$ cat src/hdl/mpwl_pkg.sv
// ----------------------------------------------------------------------------
// mpwl_pkg
// Types, register codes and stage sizes of the pixel window/level core.
// ----------------------------------------------------------------------------
package mpwl_pkg;

    localparam int FRONT_STAGES = 6;
    localparam int DIV_STAGES   = 8;
    localparam int PIPE_LATENCY = FRONT_STAGES + DIV_STAGES + 1;

    localparam int CFG_DATA_W = 17;
    localparam int LEVEL_W    = 8;
    localparam int WIDTH_W    = 16;
    localparam int REM_W      = WIDTH_W + LEVEL_W;
    localparam int QUO_W      = 35;
    localparam int OFFSET_W   = 27;

    localparam logic [LEVEL_W-1:0] LEVEL_MAX = 8'd255;

    localparam logic [1:0] FMT_GREY8  = 2'd0;
    localparam logic [1:0] FMT_GREY16 = 2'd1;
    localparam logic [1:0] FMT_RGB    = 2'd2;

    typedef enum logic [2:0] {
        CFG_PIXEL_FORMAT      = 3'd0,
        CFG_STORED_BITS       = 3'd1,
        CFG_HIGH_BIT          = 3'd2,
        CFG_IS_SIGNED         = 3'd3,
        CFG_RESCALE_SLOPE     = 3'd4,
        CFG_RESCALE_INTERCEPT = 3'd5,
        CFG_WINDOW_CENTER     = 3'd6,
        CFG_WINDOW_WIDTH      = 3'd7
    } t_cfg_idx;

    typedef struct packed {
        logic [7:0] byte_a;
        logic [7:0] byte_b;
        logic [7:0] byte_c;
    } t_pixel_in;

    typedef struct packed {
        logic [7:0] level_or_red;
        logic [7:0] green_out;
        logic [7:0] blue_out;
    } t_pixel_out;

    typedef struct packed {
        logic [1:0]          pixel_format;
        logic [4:0]          stored_bits;
        logic [3:0]          high_bit;
        logic                is_signed;
        logic signed [15:0]  rescale_slope;
        logic signed [15:0]  rescale_intercept;
        logic signed [16:0]  window_center;
        logic [WIDTH_W-1:0]  window_width;
    } t_cfg;

    typedef struct packed {
        logic [WIDTH_W-1:0]         w_eff;
        logic signed [OFFSET_W-1:0] offset;
    } t_cfg_drv;

    typedef struct packed {
        logic      rgb;
        t_pixel_in pix;
    } t_tag;

    typedef struct packed {
        logic               valid;
        t_tag               tag;
        logic               zero;
        logic               sat;
        logic [REM_W-1:0]   rem;
        logic [LEVEL_W-1:0] quo;
    } t_div_stage;

endpackage

$ cat src/hdl/mpwl_cfg_regs.sv
// ----------------------------------------------------------------------------
// mpwl_cfg_regs
// Configuration register file and registered window terms.
// ----------------------------------------------------------------------------
module mpwl_cfg_regs (
    input  logic                                 i_clk,
    input  logic                                 i_rst_n,
    input  logic                                 i_cfg_we,
    input  mpwl_pkg::t_cfg_idx                   i_cfg_idx,
    input  logic [mpwl_pkg::CFG_DATA_W-1:0]      i_cfg_data,
    output mpwl_pkg::t_cfg                       o_cfg,
    output mpwl_pkg::t_cfg_drv                   o_drv
);
    import mpwl_pkg::*;

    t_cfg                r_cfg;
    t_cfg                n_cfg;
    t_cfg_drv            r_drv;
    t_cfg_drv            n_drv;
    logic [WIDTH_W-1:0]  w_eff;

    always_comb begin
        n_cfg = r_cfg;
        if (i_cfg_we) begin
            case (i_cfg_idx)
                CFG_PIXEL_FORMAT:      n_cfg.pixel_format      = i_cfg_data[1:0];
                CFG_STORED_BITS:       n_cfg.stored_bits       = i_cfg_data[4:0];
                CFG_HIGH_BIT:          n_cfg.high_bit          = i_cfg_data[3:0];
                CFG_IS_SIGNED:         n_cfg.is_signed         = i_cfg_data[0];
                CFG_RESCALE_SLOPE:     n_cfg.rescale_slope     = $signed(i_cfg_data[15:0]);
                CFG_RESCALE_INTERCEPT: n_cfg.rescale_intercept = $signed(i_cfg_data[15:0]);
                CFG_WINDOW_CENTER:     n_cfg.window_center     = $signed(i_cfg_data[16:0]);
                CFG_WINDOW_WIDTH:      n_cfg.window_width      = i_cfg_data[15:0];
                default:               n_cfg = r_cfg;
            endcase
        end
    end

    // Zero width acts as one; offset = 256 * width - 512 * center.
    always_comb begin
        w_eff        = (r_cfg.window_width == '0) ? 16'd1 : r_cfg.window_width;
        n_drv.w_eff  = w_eff;
        n_drv.offset = $signed({3'b000, w_eff, 8'h00})
                     - $signed({r_cfg.window_center[16], r_cfg.window_center, 9'h000});
    end

    always_ff @(posedge i_clk) begin
        if (!i_rst_n) begin
            r_cfg.pixel_format      <= FMT_GREY8;
            r_cfg.stored_bits       <= 5'd16;
            r_cfg.high_bit          <= 4'd15;
            r_cfg.is_signed         <= 1'b0;
            r_cfg.rescale_slope     <= 16'sd256;
            r_cfg.rescale_intercept <= 16'sd0;
            r_cfg.window_center     <= 17'sd128;
            r_cfg.window_width      <= 16'd256;
            r_drv.w_eff             <= 16'd256;
            r_drv.offset            <= '0;
        end else begin
            r_cfg <= n_cfg;
            r_drv <= n_drv;
        end
    end

    assign o_cfg = r_cfg;
    assign o_drv = r_drv;

endmodule

$ cat src/hdl/mpwl_front.sv
// ----------------------------------------------------------------------------
// mpwl_front
// Sample extraction, rescale and window numerator, six register stages.
// ----------------------------------------------------------------------------
module mpwl_front (
    input  logic                 i_clk,
    input  logic                 i_rst_n,
    input  logic                 i_valid,
    input  mpwl_pkg::t_pixel_in  i_pixel,
    input  mpwl_pkg::t_cfg       i_cfg,
    input  mpwl_pkg::t_cfg_drv   i_drv,
    output mpwl_pkg::t_div_stage o_div
);
    import mpwl_pkg::*;

    logic [FRONT_STAGES-1:0] r_valid;
    t_tag                    r_tag [FRONT_STAGES];

    logic                    wide;
    logic                    is_rgb;
    logic                    use_full;
    logic                    use_shift;
    logic [15:0]             raw;
    logic [15:0]             lifted;
    logic [4:0]              full_w;
    logic [4:0]              n_keep;
    logic [4:0]              sh_keep;
    logic [4:0]              sh_k;
    logic signed [16:0]      kept_s;
    logic signed [16:0]      shifted_s;
    logic signed [16:0]      n_sample;
    logic [43:0]             n_scaled;

    logic signed [16:0]      r_sample;
    logic signed [32:0]      r_prod;
    logic signed [33:0]      r_sum;
    logic [35:0]             r_num;
    logic [QUO_W-1:0]        r_quo;
    logic                    r_zero5;
    logic                    r_zero6;
    logic                    r_sat;
    logic [REM_W-1:0]        r_rem;

    // Stage 1: extract the stored bits.
    always_comb begin
        wide      = (i_cfg.pixel_format == FMT_GREY16);
        is_rgb    = (i_cfg.pixel_format >= FMT_RGB);
        raw       = wide ? {i_pixel.byte_b, i_pixel.byte_a} : {8'h00, i_pixel.byte_a};
        full_w    = wide ? 5'd16 : 5'd8;
        use_full  = (i_cfg.stored_bits >= full_w) || (!wide && (i_cfg.high_bit >= 4'd7));
        use_shift = !use_full && wide && (i_cfg.high_bit == 4'd15);
        n_keep    = use_full ? full_w : i_cfg.stored_bits;
        sh_keep   = 5'd16 - n_keep;
        lifted    = raw << sh_keep[3:0];
        if (n_keep == '0) begin
            kept_s = '0;
        end else if (i_cfg.is_signed) begin
            kept_s = $signed({lifted[15], lifted}) >>> sh_keep;
        end else begin
            kept_s = $signed({1'b0, lifted} >> sh_keep);
        end
        sh_k      = 5'd16 - i_cfg.stored_bits;
        shifted_s = $signed({i_cfg.is_signed & raw[15], raw}) >>> sh_k;
        n_sample  = use_shift ? shifted_s : kept_s;
    end

    // Stage 5 product by 255, then drop the 512 of the divisor.
    assign n_scaled = {r_num, 8'h00} - {8'h00, r_num};

    always_ff @(posedge i_clk) begin
        if (!i_rst_n) begin
            r_valid <= '0;
        end else begin
            r_valid <= {r_valid[FRONT_STAGES-2:0], i_valid};
        end
    end

    always_ff @(posedge i_clk) begin
        r_tag[0] <= '{rgb: is_rgb, pix: i_pixel};
        for (int s = 1; s < FRONT_STAGES; s++) begin
            r_tag[s] <= r_tag[s-1];
        end
        r_sample <= n_sample;
        r_prod   <= r_sample * i_cfg.rescale_slope;
        r_sum    <= $signed({r_prod[32], r_prod})
                  + $signed({{10{i_cfg.rescale_intercept[15]}}, i_cfg.rescale_intercept, 8'h00});
        r_num    <= {r_sum[33], r_sum, 1'b0}
                  + {{(36 - OFFSET_W){i_drv.offset[OFFSET_W-1]}}, i_drv.offset};
        r_zero5  <= r_num[35] || (r_num == '0);
        r_quo    <= n_scaled[43:9];
        r_zero6  <= r_zero5;
        r_sat    <= r_quo >= {{(QUO_W - REM_W){1'b0}}, i_drv.w_eff, 8'h00};
        r_rem    <= r_quo[REM_W-1:0];
    end

    always_comb begin
        o_div.valid = r_valid[FRONT_STAGES-1];
        o_div.tag   = r_tag[FRONT_STAGES-1];
        o_div.zero  = r_zero6;
        o_div.sat   = r_sat;
        o_div.rem   = r_rem;
        o_div.quo   = '0;
    end

endmodule

$ cat src/hdl/mpwl_div.sv
// ----------------------------------------------------------------------------
// mpwl_div
// Restoring divider, one quotient bit per stage, and the result register.
// ----------------------------------------------------------------------------
module mpwl_div (
    input  logic                                i_clk,
    input  logic                                i_rst_n,
    input  mpwl_pkg::t_div_stage                i_div,
    input  logic [mpwl_pkg::WIDTH_W-1:0]        i_w,
    output logic                                o_done,
    output mpwl_pkg::t_pixel_out                o_result
);
    import mpwl_pkg::*;

    t_div_stage  r_stage [DIV_STAGES];
    t_div_stage  in_stage [DIV_STAGES];
    t_div_stage  n_stage [DIV_STAGES];
    logic        r_done;
    t_pixel_out  r_result;
    t_pixel_out  n_result;

    always_comb begin
        logic [REM_W-1:0] dsr;
        logic             hit;
        in_stage[0] = i_div;
        for (int s = 1; s < DIV_STAGES; s++) begin
            in_stage[s] = r_stage[s-1];
        end
        for (int s = 0; s < DIV_STAGES; s++) begin
            dsr        = {{LEVEL_W{1'b0}}, i_w} << (DIV_STAGES - 1 - s);
            hit        = in_stage[s].rem >= dsr;
            n_stage[s] = in_stage[s];
            if (hit) begin
                n_stage[s].rem = in_stage[s].rem - dsr;
            end
            n_stage[s].quo = in_stage[s].quo
                           | (LEVEL_W'(hit) << (DIV_STAGES - 1 - s));
        end
    end

    always_comb begin
        n_result = '0;
        if (r_stage[DIV_STAGES-1].tag.rgb) begin
            n_result.level_or_red = r_stage[DIV_STAGES-1].tag.pix.byte_a;
            n_result.green_out    = r_stage[DIV_STAGES-1].tag.pix.byte_b;
            n_result.blue_out     = r_stage[DIV_STAGES-1].tag.pix.byte_c;
        end else if (r_stage[DIV_STAGES-1].zero) begin
            n_result.level_or_red = '0;
        end else if (r_stage[DIV_STAGES-1].sat) begin
            n_result.level_or_red = LEVEL_MAX;
        end else begin
            n_result.level_or_red = r_stage[DIV_STAGES-1].quo;
        end
    end

    always_ff @(posedge i_clk) begin
        r_result <= n_result;
        if (!i_rst_n) begin
            for (int s = 0; s < DIV_STAGES; s++) begin
                r_stage[s] <= '0;
            end
            r_done <= 1'b0;
        end else begin
            for (int s = 0; s < DIV_STAGES; s++) begin
                r_stage[s] <= n_stage[s];
            end
            r_done <= r_stage[DIV_STAGES-1].valid;
        end
    end

    assign o_done   = r_done;
    assign o_result = r_result;

endmodule

$ cat src/hdl/medical_pixel_window_level_core.sv
// ----------------------------------------------------------------------------
// medical_pixel_window_level_core
// Grey pixel rescale and window/level to 8 bits; colour pixels pass through.
// ----------------------------------------------------------------------------
// Channel   Signals                            Transfer
// request   start, busy, i_pixel               taken when start=1 and busy=0
// result    o_done, o_result                   o_done high for one cycle
// config    i_cfg_we, i_cfg_idx, i_cfg_data    written when i_cfg_we=1
//
// One request per clock; each result passes through the stages listed below.
// Path: six front stages (extract, multiply, intercept, offset, scale,
// saturate), eight divider stages of one quotient bit each, one output stage.
// busy is high only while reset is asserted; reset clears all valid bits.
// Nothing stalls: results cannot be held off, so every stage advances each clock.
// Window terms are derived from the configuration registers and registered again.
// ----------------------------------------------------------------------------
module medical_pixel_window_level_core (
    input  logic                             i_clk,
    input  logic                             i_rst_n,
    input  logic                             start,
    output logic                             busy,
    input  mpwl_pkg::t_pixel_in              i_pixel,
    output logic                             o_done,
    output mpwl_pkg::t_pixel_out             o_result,
    input  logic                             i_cfg_we,
    input  mpwl_pkg::t_cfg_idx               i_cfg_idx,
    input  logic [mpwl_pkg::CFG_DATA_W-1:0]  i_cfg_data
);
    import mpwl_pkg::*;

    t_cfg       cfg;
    t_cfg_drv   drv;
    t_div_stage div_in;
    logic       accept;

    assign busy   = !i_rst_n;
    assign accept = start && i_rst_n;

    mpwl_cfg_regs u_cfg_regs (
        .i_clk      (i_clk),
        .i_rst_n    (i_rst_n),
        .i_cfg_we   (i_cfg_we),
        .i_cfg_idx  (i_cfg_idx),
        .i_cfg_data (i_cfg_data),
        .o_cfg      (cfg),
        .o_drv      (drv)
    );

    mpwl_front u_front (
        .i_clk   (i_clk),
        .i_rst_n (i_rst_n),
        .i_valid (accept),
        .i_pixel (i_pixel),
        .i_cfg   (cfg),
        .i_drv   (drv),
        .o_div   (div_in)
    );

    mpwl_div u_div (
        .i_clk    (i_clk),
        .i_rst_n  (i_rst_n),
        .i_div    (div_in),
        .i_w      (drv.w_eff),
        .o_done   (o_done),
        .o_result (o_result)
    );

endmodule

$ cat config.mk
export PLATFORM = sky130hd
export DESIGN_NAME = medical_pixel_window_level_core
export DESIGN_NICKNAME = d
export VERILOG_FILES = /design/src/hdl/mpwl_pkg.sv /design/src/hdl/mpwl_cfg_regs.sv /design/src/hdl/mpwl_front.sv /design/src/hdl/mpwl_div.sv /design/src/hdl/medical_pixel_window_level_core.sv
export SDC_FILE = /design/constraint.sdc
export NUM_CORES = 2
export LEC_CHECK = 0
export ABC_AREA = 1
export BUFFER_PORTS_ARGS = -buffer_cell sky130_fd_sc_hd__clkbuf_2
export CAP_MARGIN = 40
export CELL_PAD_IN_SITES_DETAIL_PLACEMENT = 1
export CELL_PAD_IN_SITES_GLOBAL_PLACEMENT = 2
export CORE_UTILIZATION = 40
export DETAILED_ROUTE_END_ITERATION = 7
export PLACE_DENSITY = 0.87
export REMOVE_ABC_BUFFERS = 1
export SYNTH_ARGS = -nofsm -noshare
export SYNTH_HDL_FRONTEND = slang
export SYNTH_SLANG_ARGS = --single-unit
$ cat constraint.sdc
create_clock -name i_clk -period 9.6 [get_ports i_clk]
set_clock_uncertainty 0.2 [all_clocks]
set_input_delay 0.96 -clock i_clk [delete_from_list [all_inputs] [get_ports i_clk]]
set_output_delay 0.96 -clock i_clk [all_outputs]
set_load 0.05 [all_outputs]
==> qor_table.md <==
| Result | This run | Unit |
|:---|:---|:---|
| Status | finished, final reports clean | - |
| Vias in the first global route | 40.09k | - |
| Die area | 121500 | sq um |
| Most used flip-flop cell after synthesis | sky130_fd_sc_hd__dfxtp_1 | - |
| Most common library cell in the layout ignoring fill and taps | sky130_fd_sc_hd__inv_1 | - |
| Largest net degree at the start of global routing | 188 | - |
| Sequential-to-total area share from yosys stat | 37.56 | % |
| Clock Root Buffer | sky130_fd_sc_hd__clkbuf_16 | - |
| Count of inserted antenna diode cells | 0 | - |
| Final nets | 6567 | - |
| Count of input and output buffers | 73 | - |
| TritonCTS buffer count | 97 | - |
| CTS tree | yes | - |
| TritonCTS Sinks | 901 | - |
| Power, Total | 13760 | uW |
| Top fanout value on the critical path | 16 | - |
| Leak pwr | 0.02752 | uW |
| Vertical extent of the die | 348.5 | um |
| Critical path cell sequence | nand2_1 > inv_1 > fa_1 > inv_1 > fa_1 > fa_1 > fa_1 > inv_1 > fa_1 > inv_1 > fa_1 > inv_1 > ha_1 > a21oi_1 > o21a_1 > a21boi_1 > o21ai_0 > a21boi_1 > o21ai_0 > a21oi_1 > xnor2_1 | - |
| Starting Density | 40.51 | % |
| Pwr per Cell Area | 258.6 | nW/um^2 |
| End-of-flow core utilization | 44.90 | % |
| Standard cell with the maximum stage delay on the critical path | sky130_fd_sc_hd__dfxtp_1 | - |
| Post-route minimum period | 6.809 | ns |
| Total instance count after detailed placement | 7407 | - |
| Clk_lat worst skew | 0.71 | ns |
| Final weighted congestion of routability-driven global placement | 0.8554 | - |
| Count of max-cap constraint violations | 0 | - |
| Via density per instance | 4.953 | - |
| First-pass GRT wire length | 211900 | um |
| Width of the die | 348.5 | um |
| Async set-reset flop share out of synthesis | 0 | % |
| Clock slew at the register clock pins of the worst setup and hold paths | 0.06 | ns |
| Standard-cell rows | 126 | - |
| Post-CTS setup buffer count | 0 | - |
| Ports | 74 | - |
| Routed length per instance | 17.22 | um |
| Number of hold-slack violations in the final timing report | 0 | - |
| Final hold slack | 0.1035 | ns |
| Storage cell area | 18040 | sq um |
| Post-synthesis instance area | 48020 | sq um |
| Worst-margin pin slew | 0.9104 | ns |
| Number of instances in the synthesized netlist | 5908 | - |
| Via Count | 37.59k | - |
| Arrival time worst endpoint | 7.22 | ns |
| Multi-input combinational cell area | 24930 | sq um |
| Reg-to-reg slack, setup | 2.79 | ns |
| DRC violations left | 0 | - |
| Flops & latches, synth | 901 | - |
| Unrepaired setup endpoints after global routing | false | - |
| Warnings from Yosys | 0 | - |
| Half-perimeter wire length after detailed placement | 98150 | um |
| Share of the clock period used by the worst path after layout | 70.93 | % |
| Antenna violations before repair | 1 | - |
| Total of endpoints with negative setup slack in the final report | 0 | - |
| Max Transition Viols Final | 0 | - |
| Slew Limit Headroom | 39.22 | % |
| Category of the worst setup path capture point | flop | - |
| Maximum clock frequency | 146.9 | MHz |
| Highest ir drop seen on vdd | 154.7 | uV |
| Number of distinct library cells after synthesis | 67 | - |
| Maximum level of the CTS H-tree | 3 | - |
| Startpoint kind of the worst setup timing path | flop | - |
| Total Negative Setup Slacks | 0 | ns |
| 1st-pass router iterations | 5 | - |
| Share of layout cells above drive strength 1 | 5.159 | % |
| Maximum cell stage delay along the critical path | 0.88 | ns |
| Avg Synthesized Cell Area | 8.129 | sq um |
| Type of the setup path with the least slack | flop to flop | - |
| CP dominant cell by count | sky130_fd_sc_hd__fa_1 | - |
| Resize count post-CTS | 0 | - |
| Most frequent cells in the layout | sky130_fd_sc_hd__inv_1 (1113), sky130_fd_sc_hd__nand2_1 (1104), sky130_fd_sc_hd__dfxtp_1 (901) | - |
| Non-filler cells in the finished layout | 7589 | - |
| Total global routing track utilization | 21.83 | % |
| Count of flip-flops with a built-in enable after synthesis | 0 | - |
| Antenna-violating nets left | 0 | - |
| Clock Path Buffers | 3 | - |
| Worst EP required | 10.01 | ns |
| Class of the worst hold path | flop to flop | - |
| Total core area | 118600 | sq um |
| GR Overflow Total | 0 | - |
| Total Routed Length | 130700 | um |
| Post-CTS Hold Fix Bufs | 0 | - |
| Number of filler instances in the final layout | 14.31k | - |
| Number of DRC markers after the initial detailed-route iteration | 1658 | - |
| Synth-to-layout area growth | 10.85 | % |
[worst max-delay path: cells and delay by family, from the launching register on]
family,cells,cell delay [ns]
fa+ha+maj,7,3.30
xor+xnor,1,0.14
simple gates,1,0.13
buf+inv,5,0.37
flops,1,0.88
compound gates,7,1.67
[worst paths after layout]
check                      start                   to  cells after the start
max          u_front.r_sample[6]   u_front.r_prod[28]                     21
min          u_front.r_tag[0][0]  u_front.r_tag[1][0]                      0
max reg2reg  u_front.r_sample[6]   u_front.r_prod[28]                     21
min reg2reg  u_front.r_tag[0][0]  u_front.r_tag[1][0]                      0
[metal layers]
| metal | up-vias | part of all wire [%] | global-route usage, % |
|---|---|---|---|
| li1 | 18510 | - | - |
| met1 | 18380 | 43 | 25.98 |
| met2 | 467 | 51 | 40.25 |
| met3 | 226 | 2.6 | 2.164 |
| met4 | 0 | 3.4 | 8.154 |
| met5 | - | 0 | 0 |
[power by group]
part           internal [uW]  switching, uW  total, uW
Clock                   2220           1590       3810
Sequential              4410            467       4880
Combinational           1910           3160       5070
Total                   8550           5220      13800
[kinds of logic after synthesis]
family                   after synthesis  share of synthesized area (%)
adder cells (fa/ha/maj)              613                          20.44
XOR/XNOR                             233                          4.249
AO/OA/AOI/OAI                       1007                          11.41
buffers and inverters               1332                          10.56
AND/OR/NAND/NOR                     1821                          15.76
multiplexers                           1                        0.02084
flip-flops                           901                          37.56
[metrics by stage]
stage / setup slack [ns] / area [sq um]
finish: 2.791 / 53230
global route: 2.256 / 53230
CTS: 2.758 / 53230
detailed placement: 2.827 / 49910
global placement: 2.973 / 49780
floorplan: 3.777 / 47180
[synthesized netlist by cell type, types with 97 or more instances]
cell / number / area, sq um
sky130_fd_sc_hd__inv_1: 1114 / 4182
sky130_fd_sc_hd__nand2_1: 1104 / 4144
sky130_fd_sc_hd__dfxtp_1: 901 / 18040
sky130_fd_sc_hd__a21oi_1: 432 / 2162
sky130_fd_sc_hd__o21ai_0: 394 / 1972
sky130_fd_sc_hd__ha_1: 327 / 4091
sky130_fd_sc_hd__nor2_1: 325 / 1220
sky130_fd_sc_hd__fa_1: 286 / 5725
sky130_fd_sc_hd__nand3_1: 218 / 1091
sky130_fd_sc_hd__clkbuf_1: 163 / 611.8
sky130_fd_sc_hd__xor2_1: 136 / 1191
sky130_fd_sc_hd__xnor2_1: 97 / 849.6
[state kept, by name, summed over array words and instances, names as in the netlist, 6 cells and up]
register and count:
u_front.r_sum 34, u_div.o_result 24, u_front.r_num 35, u_cfg_regs.o_drv 34, u_front.r_prod 33, u_front.r_valid 6, u_cfg_regs.o_cfg 77, u_front.r_tag 150
u_front.r_rem 24, u_div.r_stage 428, u_front.r_quo 35, u_front.r_sample 17
[final cells by class]
class	instances	share of cell area (%)
well taps	1600	3.761
multi-input cells	3675	46.82
repair buffers	106	1.349
inverters	1125	7.933
clock inverters	47	1.084
clock buffers	135	5.166
flip-flops and latches	901	33.88
Note: power is estimated with default switching activity, not from simulation.
